## config.mk

```make
export PLATFORM = sky130hd
export DESIGN_NAME = rfa_ctrl
export DESIGN_NICKNAME = d
export VERILOG_FILES = /design/src/rtl/core/rfa_pkg.sv /design/src/rtl/core/rfa_ctrl.sv
export SDC_FILE = /design/constraint.sdc
export NUM_CORES = 1
export LEC_CHECK = 0
export BUFFER_PORTS_ARGS = -buffer_cell sky130_fd_sc_hd__buf_2
export CAP_MARGIN = 20
export CORE_MARGIN = 1
export CORE_UTILIZATION = 40
export CTS_BUF_LIST = sky130_fd_sc_hd__clkbuf_8 sky130_fd_sc_hd__clkbuf_16
export CTS_CLUSTER_SIZE = 28
export DETAILED_ROUTE_END_ITERATION = 8
export PLACE_DENSITY_LB_ADDON = 0.15
export RECOVER_POWER = 100
export SLEW_MARGIN = 40
export SYNTH_ARGS = -nofsm -noshare
export SYNTH_HDL_FRONTEND = slang
export SYNTH_SLANG_ARGS = --single-unit
```

## constraint.sdc

```tcl
create_clock -name clk -period 2.5 [get_ports clk]
set_clock_uncertainty 0.1 [all_clocks]
set_input_delay 0.125 -clock clk [delete_from_list [all_inputs] [get_ports clk]]
set_output_delay 0.125 -clock clk [all_outputs]
set_load 0.1 [all_outputs]
```

## src/rtl/core/rfa_pkg.sv

```systemverilog
package rfa_pkg;

  // Operation kinds carried by the input item.
  localparam logic [2:0] KIND_ADD = 3'd0;
  localparam logic [2:0] KIND_SUB = 3'd1;
  localparam logic [2:0] KIND_MUL = 3'd2;
  localparam logic [2:0] KIND_DIV = 3'd3;
  localparam logic [2:0] KIND_CMP = 3'd4;
  localparam logic [2:0] KIND_RED = 3'd5;

  // Result status codes.
  localparam logic [1:0] ST_OK   = 2'd0;
  localparam logic [1:0] ST_ZDEN = 2'd1;
  localparam logic [1:0] ST_DIV0 = 2'd2;
  localparam logic [1:0] ST_OVF  = 2'd3;

  // Comparison codes.
  localparam logic [1:0] ORD_LT = 2'd0;
  localparam logic [1:0] ORD_EQ = 2'd1;
  localparam logic [1:0] ORD_GT = 2'd2;

  typedef enum logic [3:0] {
    S_IDLE, S_DISPATCH, S_MUL0, S_MUL1, S_MUL2, S_FORM, S_GCD_INIT, S_GCD_STEP,
    S_SCALE, S_DIVN_INIT, S_DIVN_STEP, S_DIVN_END, S_DIVD_INIT, S_DIVD_STEP,
    S_DIVD_END, S_EMIT
  } ctrl_state_t;

  typedef enum logic [3:0] {
    OP_NONE, OP_LOAD, OP_MUL0, OP_MUL1, OP_MUL2, OP_FORM, OP_GCD_INIT,
    OP_GCD_STEP, OP_SCALE, OP_DIVN_INIT, OP_DIV_STEP, OP_DIVN_END,
    OP_DIVD_INIT, OP_DIVD_END, OP_EMIT
  } dp_op_t;

  typedef struct packed {
    dp_op_t     op;
    logic       sel_b;
    logic [1:0] status;
    logic       last;
  } dp_cmd_t;

  typedef struct packed {
    logic [2:0] kind;
    logic       a_zden;
    logic       b_zden;
    logic       b_num_zero;
    logic       rn_zero;
    logic       gcd_done;
  } dp_stat_t;

endpackage

```

## src/rtl/core/rfa_ctrl.sv

```systemverilog
module rfa_ctrl
  import rfa_pkg::*;
#(
  parameter int W = 32
) (
  input  logic     clk,
  input  logic     rst_n,
  input  logic     in_valid,
  output logic     in_ready,
  output logic     out_valid,
  input  logic     out_ready,
  input  dp_stat_t stat,
  output dp_cmd_t  cmd
);

  localparam int PW = 2 * W;
  localparam int CW = $clog2(PW);
  localparam logic [CW-1:0] CNT_LAST = CW'(PW - 1);

  ctrl_state_t   state_r, state_nxt;
  logic [CW-1:0] cnt_r, cnt_nxt;
  logic          second_r, second_nxt;
  logic [1:0]    st_r, st_nxt;
  logic          out_valid_r, out_valid_nxt;
  logic          emit_ok;
  logic          half_zden;

  assign emit_ok   = !out_valid_r || out_ready;
  assign half_zden = second_r ? stat.b_zden : stat.a_zden;

  // Next state and sequencing registers.
  always_comb begin
    state_nxt     = state_r;
    cnt_nxt       = cnt_r;
    second_nxt    = second_r;
    st_nxt        = st_r;
    out_valid_nxt = out_valid_r;
    if (out_ready) begin
      out_valid_nxt = 1'b0;
    end
    case (state_r)
      S_IDLE: begin
        if (in_valid) begin
          state_nxt = S_DISPATCH;
        end
      end
      S_DISPATCH: begin
        second_nxt = 1'b0;
        st_nxt     = ST_OK;
        case (stat.kind) inside
          [KIND_ADD:KIND_CMP]: begin
            if (stat.a_zden || stat.b_zden) begin
              st_nxt    = ST_ZDEN;
              state_nxt = S_EMIT;
            end else if (stat.kind == KIND_DIV && stat.b_num_zero) begin
              st_nxt    = ST_DIV0;
              state_nxt = S_EMIT;
            end else begin
              state_nxt = S_MUL0;
            end
          end
          KIND_RED: state_nxt = S_FORM;
          default:  state_nxt = S_IDLE;
        endcase
      end
      S_MUL0: state_nxt = S_MUL1;
      S_MUL1: state_nxt = S_MUL2;
      S_MUL2: state_nxt = S_FORM;
      S_FORM: begin
        if (stat.kind == KIND_RED) begin
          st_nxt    = half_zden ? ST_ZDEN : ST_OK;
          state_nxt = half_zden ? S_EMIT : S_GCD_INIT;
        end else if (stat.kind == KIND_CMP) begin
          state_nxt = S_EMIT;
        end else begin
          state_nxt = S_GCD_INIT;
        end
      end
      S_GCD_INIT: state_nxt = stat.rn_zero ? S_EMIT : S_GCD_STEP;
      S_GCD_STEP: begin
        if (stat.gcd_done) begin
          state_nxt = S_SCALE;
        end
      end
      S_SCALE: state_nxt = S_DIVN_INIT;
      S_DIVN_INIT: begin
        cnt_nxt   = '0;
        state_nxt = S_DIVN_STEP;
      end
      S_DIVN_STEP: begin
        cnt_nxt = cnt_r + 1'b1;
        if (cnt_r == CNT_LAST) begin
          state_nxt = S_DIVN_END;
        end
      end
      S_DIVN_END: state_nxt = S_DIVD_INIT;
      S_DIVD_INIT: begin
        cnt_nxt   = '0;
        state_nxt = S_DIVD_STEP;
      end
      S_DIVD_STEP: begin
        cnt_nxt = cnt_r + 1'b1;
        if (cnt_r == CNT_LAST) begin
          state_nxt = S_DIVD_END;
        end
      end
      S_DIVD_END: state_nxt = S_EMIT;
      S_EMIT: begin
        if (emit_ok) begin
          out_valid_nxt = 1'b1;
          if (stat.kind == KIND_RED && !second_r) begin
            second_nxt = 1'b1;
            state_nxt  = S_FORM;
          end else begin
            state_nxt = S_IDLE;
          end
        end
      end
      default: state_nxt = S_IDLE;
    endcase
  end

  // Commands to the datapath.
  always_comb begin
    cmd.op     = OP_NONE;
    cmd.sel_b  = second_r;
    cmd.status = st_r;
    cmd.last   = !(stat.kind == KIND_RED && !second_r);
    in_ready   = 1'b0;
    case (state_r)
      S_IDLE: begin
        in_ready = 1'b1;
        if (in_valid) begin
          cmd.op = OP_LOAD;
        end
      end
      S_MUL0:      cmd.op = OP_MUL0;
      S_MUL1:      cmd.op = OP_MUL1;
      S_MUL2:      cmd.op = OP_MUL2;
      S_FORM:      cmd.op = OP_FORM;
      S_GCD_INIT:  cmd.op = OP_GCD_INIT;
      S_GCD_STEP:  cmd.op = stat.gcd_done ? OP_NONE : OP_GCD_STEP;
      S_SCALE:     cmd.op = OP_SCALE;
      S_DIVN_INIT: cmd.op = OP_DIVN_INIT;
      S_DIVN_STEP: cmd.op = OP_DIV_STEP;
      S_DIVN_END:  cmd.op = OP_DIVN_END;
      S_DIVD_INIT: cmd.op = OP_DIVD_INIT;
      S_DIVD_STEP: cmd.op = OP_DIV_STEP;
      S_DIVD_END:  cmd.op = OP_DIVD_END;
      S_EMIT:      cmd.op = emit_ok ? OP_EMIT : OP_NONE;
      default:     cmd.op = OP_NONE;
    endcase
  end

  assign out_valid = out_valid_r;

  always_ff @(posedge clk) begin
    if (!rst_n) begin
      state_r     <= S_IDLE;
      cnt_r       <= '0;
      second_r    <= 1'b0;
      st_r        <= ST_OK;
      out_valid_r <= 1'b0;
    end else begin
      state_r     <= state_nxt;
      cnt_r       <= cnt_nxt;
      second_r    <= second_nxt;
      st_r        <= st_nxt;
      out_valid_r <= out_valid_nxt;
    end
  end

endmodule

```

==> results.cfg, run 1 <==
[flow_run]
max-cap-violations = 0

[sta]
tightest_slew_ns = 1.16
setup_viol = 0
min_period_ns = 2.21
hold_viol = 0
drv_slew = 0
layout_setup_ws_ns = 0.293
timing.slew.headroom_pct = 23.0
setup_tns_ns = 0
grt_setup_unrepaired = false
final.period_utilization_pct = 88.3
fmax_mhz = 453

[clocking]
numCtsBuffers = 3
cts_setup_buffers = 0
insertion_delay_ns = 0.24
cts_tree = built
cts_root_buf = clkbuf_8
cts.clk_slew.worst_paths_ns = 0.06
cts_num_sinks = 14
clockBufferDepth = 2
postCtsResizedCells = 0
cts_hold_buf = 0
htreeDepth = 1

[logic_synthesis]
synth.avg_cell_area_um2 = 8.16
syn-cell-area_um2 = 1080
synth_ff_type = dfxtp_1
netlist_instances = 132
yosysUniqueCellTypes = 47
async_reset_ff_share_pct = 0
synth.yosys.seq_area_share_pct = 26.0
synth_edf_count = 0
syn-num-nets = 145
ys_ff_latch = 14
yosysWarnings = 0

[floorplan]
coreArea_um2 = 2500
die_height_um = 53.9
die-area_um2 = 2900
num_io_pins = 22
placementRows = 18
die_w_um = 53.9
initial_core_util_pct = 43.1

[final_layout]
num_antenna_cells = 0
nets = 163
area_growth_pct = 13.9
layout_commonest_cell = dfxtp_1
final_design_area_no_fill_um2 = 1230
most-common-layout-cells = 14 x dfxtp_1, 11 x a21oi_1, 11 x buf_2
drive_above_1_share_pct = 20.1

[global_routing]
first_global_vias = 925
antenna_found_initial = 0
grt_pass1_wl_mm = 4.28
grtUsageTotal_pct = 20.1
grt_max_degree = 20
grt_overflow = 0

[setup_path]
start_kind = flip-flop
r2r-start = state_r[2]
cp_max_fo = 13
crit_path_end_kind = primary output
r2r_slack_ns = 0.35
r2r_end = state_r[0]
crit_required_ns = 2.28
rr_worst_depth = 4
arrival_ns = 1.98
crit_type = reg -> out

[power_and_ir_drop]
powerDensity_nw_per_um2 = 1390
irDropWorstVdd_v = 0.00130
power_leakage_nw = 0.432

[detailed_routing]
drtAntennaViolNets = 0
route.detailed.drc = 0
vias_per_cell = 6.16
wl_per_cell_um = 14.4
drt-total-wl_mm = 2.58
dr_total_vias = 1102
firstDrtPassIters = 4
drt-initial-drc-count = 24

[placement]
gp_congestion = 0.800
dp_slack_ns = 0.442
dpl_cell_area_um2 = 1200
port_buffers = 21
hpwl_mm = 1.93

[worst_hold_path]
min_path_type = in -> reg
worst_hold_path.num_cells = 3
min-delay-start = rst_n
min_to = state_r[1]

[status]
outcome = complete, no violations
==> worst max path at each step <==
stage | start | endpoint
floorplan | state_r[2] | cmd[4]
global placement | state_r[1] | state_r[0]
detailed placement | state_r[2] | state_r[0]
CTS | state_r[2] | cmd[4]
global route | state_r[2] | state_r[0]
finish | state_r[1] | cmd[6]
==> power by group <==
group | total, mW | switching (mW) | internal [mW]
Clock | 0.217 | 0.0780 | 0.139
Combinational | 1.10 | 0.822 | 0.277
Sequential | 0.387 | 0.124 | 0.262
==> cells in the mapped netlist, types with 3 or more instances <==
master     n  area share, %
a41oi_1    3            2.4
nand2_1    7            2.4
clkbuf_1   6            2.1
nand3b_1   6            4.2
a22oi_1    3            2.1
a21oi_1   12            5.6
nor3_1     4            1.9
inv_1      5            1.7
nor2_1     9            3.1
dfxtp_1   14             26
nand3_1    5            2.3
o21ai_0    4            1.9
a211oi_1   4            2.8
nor4_1     3            1.7
nand2b_1   5            2.9
mux2i_1    5            4.6
==> metrics by stage <==
| stage | power, mW | hold slack (ns) | cells | util, % |
|---|---|---|---|---|
| after floorplan | 1.36 | 0.160 | 132 | - |
| after global placement | 1.50 | 0.320 | 175 | 48.1 |
| after detailed placement | 1.51 | 0.328 | 175 | 48.1 |
| after CTS | 1.73 | 0.0696 | 179 | 50.3 |
| after global routing | 1.79 | 0.0899 | 179 | 49.1 |
| final | 1.70 | 0.0786 | 179 | 49.1 |
==> kinds of logic after synthesis <==
| logic type | share of synthesized area (%) |
|---|---|
| buf+inv | 7.08 |
| mux | 4.65 |
| flops | 26.0 |
| simple gates | 28.1 |
| fa+ha+maj | 1.16 |
| compound gates | 33.0 |
==> sequential cells by signal (all words and copies together) (netlist names) <==
name / cells
cnt_r: 6
state_r: 4
second_r: 1
st_r: 2
out_valid: 1
==> worst max-delay path, stage by stage, from the launching register on <==
cell and delay, ns:
dfxtp_1 0.60, clkbuf_1 0.34, a31oi_1 0.17, a21oi_2 0.17, clkbuf_2 0.46
==> routing by layer <==
layer	vias up	global-route usage [%]	share of wire [%]
met3	4	4.80	5.2
met5	-	0	0
met2	30	31.5	46
met4	0	4.82	1.1
met1	521	27.6	48
li1	547	-	-
==> final cells by class <==
| type | count | area (µm²) |
|---|---|---|
| Fill cell | 250 | 1270 |
| Multi-Input combinational cell | 102 | 722 |
| Sequential cell | 14 | 280 |
| Timing Repair Buffer | 23 | 110 |
| Clock buffer | 4 | 55.1 |
| Tap cell | 30 | 37.5 |
| Inverter | 6 | 22.5 |
Power figures use the tool's default switching activity.
==> inputs of run 2 (changes only) <==
- HOLD_SLACK_MARGIN: default -> 0.12
==> run 2 against run 1 <==
Effect of this change:
- non-clock buffer count increased by 1
- register-to-register slack about the same
- first-iteration DRC count unchanged
- clock-buffer cell count unchanged
- via count decreased by 0.18%
==> results.cfg, run 2 (synthesis results as in run 1) <==
[final_layout]
nets = 164
drive_above_1_share_pct = 20.0
reg_top3 = cnt_r: 6 flops, state_r: 4 flops, st_r: 2 flops
top_register = cnt_r
largest_register_ff_count = 6
layout_commonest_cell = dfxtp_1
num-fill-cells = 249
most-common-layout-cells = 14 x dfxtp_1, 11 x a21oi_1, 11 x buf_2
area_growth_pct = 14.9
num_antenna_cells = 0

[floorplan]
die_height_um = 53.9
placementRows = 18
num_io_pins = 22
die-area_um2 = 2900
initial_core_util_pct = 43.1
die_w_um = 53.9
coreArea_um2 = 2500

[setup_path]
crit_path_end_kind = primary output
cp_num_buf_inv = 1
crit_required_ns = 2.28
cp_max_fo = 19
arrival_ns = 1.98
r2r_slack_ns = 0.35
crit_chain = nand2_1 > mux2i_1 > a22oi_1 > nand2_2 > clkbuf_2
rr_worst_depth = 4
r2r_end = state_r[0]
start_kind = flip-flop
r2r-start = state_r[2]
crit_type = reg -> out
worst_path_dominant_cell_family = flip-flops
slowest_delay_ns = 0.72
slowest_stage = dfxtp_1
path_depth = 5

[global_routing]
grt_use_met2_pct = 31.5
grt_pass1_wl_mm = 4.28
grt-busiest-layer = met2
grt_max_degree = 20
first_global_vias = 925
globalRouteMet3Util_pct = 4.80
grt_overflow = 0
grtUsageTotal_pct = 20.1
antenna_found_initial = 0
met1_usage_pct = 27.6

[detailed_routing]
vias_per_cell = 6.11
drtAntennaViolNets = 0
drt-initial-drc-count = 24
route.detailed.drc = 0
drt-total-wl_mm = 2.58
wl_per_cell_um = 14.3
dr_total_vias = 1100
firstDrtPassIters = 4

[sta]
setup_tns_ns = 0
drv_slew = 0
fmax_mhz = 453
hold_viol = 0
grt_setup_unrepaired = false
timing.slew.headroom_pct = 23.0
min_period_ns = 2.21
layout_setup_ws_ns = 0.290
tightest_slew_ns = 1.16
whs_ns = 0.164
final.period_utilization_pct = 88.4
setup_viol = 0

[clocking]
cts_tree = built
cts_num_sinks = 14
htreeDepth = 1
clockBufferDepth = 2
insertion_delay_ns = 0.24
cts.clk_slew.worst_paths_ns = 0.06
numCtsBuffers = 3
cts_root_buf = clkbuf_8

[worst_hold_path]
min_path_type = in -> reg
worst_hold_path.num_cells = 3
min_to = st_r[0]
min-delay-start = stat[4]

[power_and_ir_drop]
power_leakage_nw = 0.436
p_clk_share_pct = 12.8
swShare_pct = 60.1
irDropWorstVdd_v = 0.00130
switching_power_mw = 1.02
powerDensity_nw_per_um2 = 1380
comb_power_share_pct = 64.6
p_int_mw = 0.680
power_frac_seq_pct = 22.7

[flow_run]
max-cap-violations = 0

[placement]
port_buffers = 21
dp_slack_ns = 0.442
gp_congestion = 0.800
hpwl_mm = 1.93

[status]
outcome = complete, no violations
-- run 2: changes by cell type in the layout (fill, tap and decap cells not counted), sizes merged --
cell	delta
dlygate4sd3	+1
-- run 2: worst max path at each step --
stage | startpoint | endpoint | slack [ns]
3_5_place_dp | state_r[2] | state_r[0] | 0.44
5_1_grt | state_r[2] | state_r[0] | 0.17
3_3_place_gp | state_r[1] | state_r[0] | 0.53
6_report | state_r[2] | cmd[4] | 0.29
2_1_floorplan | state_r[2] | cmd[4] | -0.20
4_1_cts | state_r[2] | cmd[4] | 0.31
-- run 2: power by group through the flow --
stage	clock, mW	sequential [mW]	combinational (mW)
3_3_place_gp	0	0.389	1.11
5_1_grt	0.233	0.398	1.16
2_1_floorplan	0	0.315	1.05
3_5_place_dp	0	0.391	1.12
4_1_cts	0.221	0.386	1.13
6_report	0.217	0.386	1.10
-- run 2: worst min-delay path: stages --
cell and delay (ns):
buf_2 0.12, a21oi_1 0.12, o41ai_1 0.09
-- run 2: layer usage --
layer	vias up	part of all wire (%)
met5	-	0
met4	0	1.1
met3	4	5.0
met2	30	46
li1	549	-
met1	517	48
-- run 2: layout make-up --
cell class,instances,area (µm²),area share [%]
flip-flops and latches,14,280,22.6
repair buffers,24,120,9.71
well taps,30,37.5,3.03
multi-input cells,102,722,58.3
inverters,6,22.5,1.82
clock buffers,4,55.1,4.45
-- run 2: through the flow --
| stage | util, % | area [µm²] | cells | power (mW) |
|---|---|---|---|---|
| finish | 49.5 | 1240 | 180 | 1.70 |
| global route | 49.5 | 1240 | 180 | 1.79 |
| CTS | 50.7 | 1270 | 180 | 1.73 |
| detailed placement | 48.1 | 1200 | 175 | 1.51 |
| global placement | 48.1 | 1200 | 175 | 1.50 |
| floorplan | - | 1100 | 132 | 1.36 |
-- run 2: what timing repair did --
| action | CTS | global route |
|---|---|---|
| endpoints found under the setup margin | 0 | 0 |
| hold buffers | 1 | 0 |
| hold endpoints to repair | 3 | 0 |
| setup buffers | 0 | 0 |
| resized for setup | 0 | 0 |
==> inputs of run 3 (changes only) <==
- ABC_AREA: default -> 1
==> run 3 against run 2 <==
Effect of this change:
- non-clock buffer count decreased by 2
- power decreased by 7.0%
- sequential cell count unchanged
- sequential share of layout area increased by 1.2 points
- utilization increased by 1.7 points
- maximum frequency increased by 0.13%
- synthesized area decreased by 6.6%
- combinational power decreased by 7%
- register-to-register slack improved by 0.37 ns
- die area decreased by 6.4%
- via count decreased by 0.45%
- design area decreased by 5.0%
==> results.cfg, run 3 <==
[status]
outcome = complete, no violations

[setup_path]
arrival_ns = 1.98
crit_type = reg -> out
crit_path_end_kind = primary output
slowest_stage = dfxtp_1
r2r_slack_ns = 0.72
cp_common_cell = inv_1
crit_start = state_r[1]
cp_max_fo = 8
slowest_delay_ns = 0.50
start_kind = flip-flop
crit_required_ns = 2.28
r2r-start = state_r[1]
worst_path_dominant_cell_family = buffers and inverters
r2r_end = state_r[0]
crit_chain = inv_1 > nor2_1 > nand2_2 > nand2_1 > inv_1 > o2111ai_2 > buf_2
cp_num_buf_inv = 3
rr_worst_depth = 9

[logic_synthesis]
async_reset_ff_share_pct = 0
yosysWarnings = 0
netlist_instances = 166
yosys.area.top_type = dfxtp_1
synth_top_area_share_pct = 27.9
synth_ff_type = dfxtp_1
yosysUniqueCellTypes = 27
syn-num-nets = 179
ys_top_cells_by_area = dfxtp_1 28%, nand2_1 17%, nor2_1 7.8%
yosysMostFrequentCell = nand2_1
synth.yosys.seq_area_share_pct = 27.9
synth_common_cells = 46 x nand2_1, 21 x nor2_1, 17 x inv_1
syn-cell-area_um2 = 1010
ys_ff_latch = 14
synth_edf_count = 0
synth.avg_cell_area_um2 = 6.06

[placement]
dpl_cell_area_um2 = 1140
placed_cells = 212
port_buffers = 21
hpwl_mm = 1.97
gp_congestion = 0.918

[sta]
tightest_slew_ns = 1.17
min_period_ns = 2.21
drv_slew = 0
grt_setup_unrepaired = false
timing.slew.headroom_pct = 22.2
setup_viol = 0
setup_tns_ns = 0
fmax_mhz = 453
final.period_utilization_pct = 88.3
hold_viol = 0

[power_and_ir_drop]
finalPower_mw = 1.58
powerDensity_nw_per_um2 = 1350
switching_power_mw = 0.971
irDropWorstVdd_v = 0.000708
power_frac_seq_pct = 21.5
power_leakage_nw = 0.533
p_clk_share_pct = 14.0
comb_power_share_pct = 64.6
swShare_pct = 61.3
p_int_mw = 0.614

[final_layout]
largest_register_ff_count = 6
num-fill-cells = 249
most-common-layout-cells = 49 x nand2_1, 20 x nor2_1, 17 x inv_1
final_cells = 217
nets = 203
top_register = cnt_r
num_antenna_cells = 0
layout_commonest_cell = nand2_1
drive_above_1_share_pct = 17.5
reg_top3 = cnt_r: 6 flops, state_r: 4 flops, st_r: 2 flops
final_design_area_no_fill_um2 = 1180
area_growth_pct = 16.9

[clocking]
cts.clk_slew.worst_paths_ns = 0.06
numCtsBuffers = 3
htreeDepth = 1
insertion_delay_ns = 0.25
cts_num_sinks = 14
clockBufferDepth = 2
cts_tree = built
cts_setup_buffers = 0
cts_root_buf = clkbuf_8

[worst_hold_path]
worst_hold_path.num_cells = 4
min-delay-start = out_ready
min_to = out_valid
min_path_type = in -> reg

[global_routing]
grtUsageTotal_pct = 21.5
grt_overflow = 0
antenna_found_initial = 0
grt_max_degree = 10
first_global_vias = 1024
grt_pass1_wl_mm = 4.26

[floorplan]
die-area_um2 = 2720
placementRows = 17
coreArea_um2 = 2300
die_w_um = 52.2
initial_core_util_pct = 43.8
num_io_pins = 22
die_height_um = 52.2

[detailed_routing]
route.detailed.drc = 0
wl_per_cell_um = 11.3
drtAntennaViolNets = 0
drt-total-wl_mm = 2.45
vias_per_cell = 5.05
dr_total_vias = 1095
drt-initial-drc-count = 29
firstDrtPassIters = 4

[flow_run]
max-cap-violations = 0
## run 3: cell types whose count changed after synthesis, sizes merged, moves of 5 or more
cell,previous run,this run
nand2,7,52
nand2b,5,0
o21ai,6,11
mux2i,5,0
nor2,9,23
nand3,5,10
clkbuf,6,0
inv,6,22
## run 3: stage by stage
step	utilization [%]	worst slack, ns	hold slack (ns)
after floorplan	-	0.129	0.163
after global placement	49.5	0.690	0.329
after detailed placement	49.5	0.654	0.329
after CTS	52.3	0.380	0.120
after global routing	51.2	0.140	0.137
final	51.2	0.293	0.118
## run 3: kinds of logic after synthesis
logic type	share of synthesized area [%]
AND/OR/NAND/NOR	42.9
flip-flops	27.9
buffers and inverters	11.6
AO/OA/AOI/OAI	16.4
adder cells (fa/ha/maj)	1.24
## run 3: worst min-delay path, delay by kind of cell
family,cells,cell delay (ns)
buf+inv,2,0.15
simple gates,1,0.09
compound gates,1,0.06
## run 3: worst max path at each step
stage               cells after the start  slack (ns)      to
global route                            7        0.14  cmd[5]
floorplan                               6        0.13  cmd[4]
detailed placement                      7        0.65  cmd[5]
global placement                        7        0.69  cmd[5]
finish                                  7        0.29  cmd[5]
CTS                                     7        0.38  cmd[5]
## run 3: repair_timing
action / 4_1_cts / 5_1_grt
resized for setup: 0 / 0
setup endpoints to repair: 0 / 0
endpoints found under the hold margin: 5 / 0
hold buffers: 1 / 0
## run 3: final cells by class
type	instances	area, µm²	area share (%)
inverter	23	86.3	7.34
clock buffer	4	55.1	4.68
sequential	14	280	23.8
multi-input combinational	126	612	52.0
timing repair buffer	22	108	9.15
tap	28	35.0	2.98
## run 3: power by group through the flow
stage / Combinational, mW / Sequential (mW) / Clock [mW]
floorplan: 0.887 / 0.365 / 0
CTS: 1.04 / 0.338 / 0.229
global placement: 1.05 / 0.341 / 0
detailed placement: 1.04 / 0.344 / 0
finish: 1.02 / 0.340 / 0.221
global route: 1.10 / 0.347 / 0.244
## run 3: metal layers
layer | share of wire, % | vias up | GRT usage [%] | wire length (µm)
met3 | 5.1 | 4 | 6.14 | 124
met1 | 51 | 479 | 28.9 | 1240
met5 | 0 | - | 0 | 0
met4 | 0.69 | 0 | 6.14 | 17
met2 | 44 | 29 | 33.3 | 1070
li1 | - | 583 | - | -
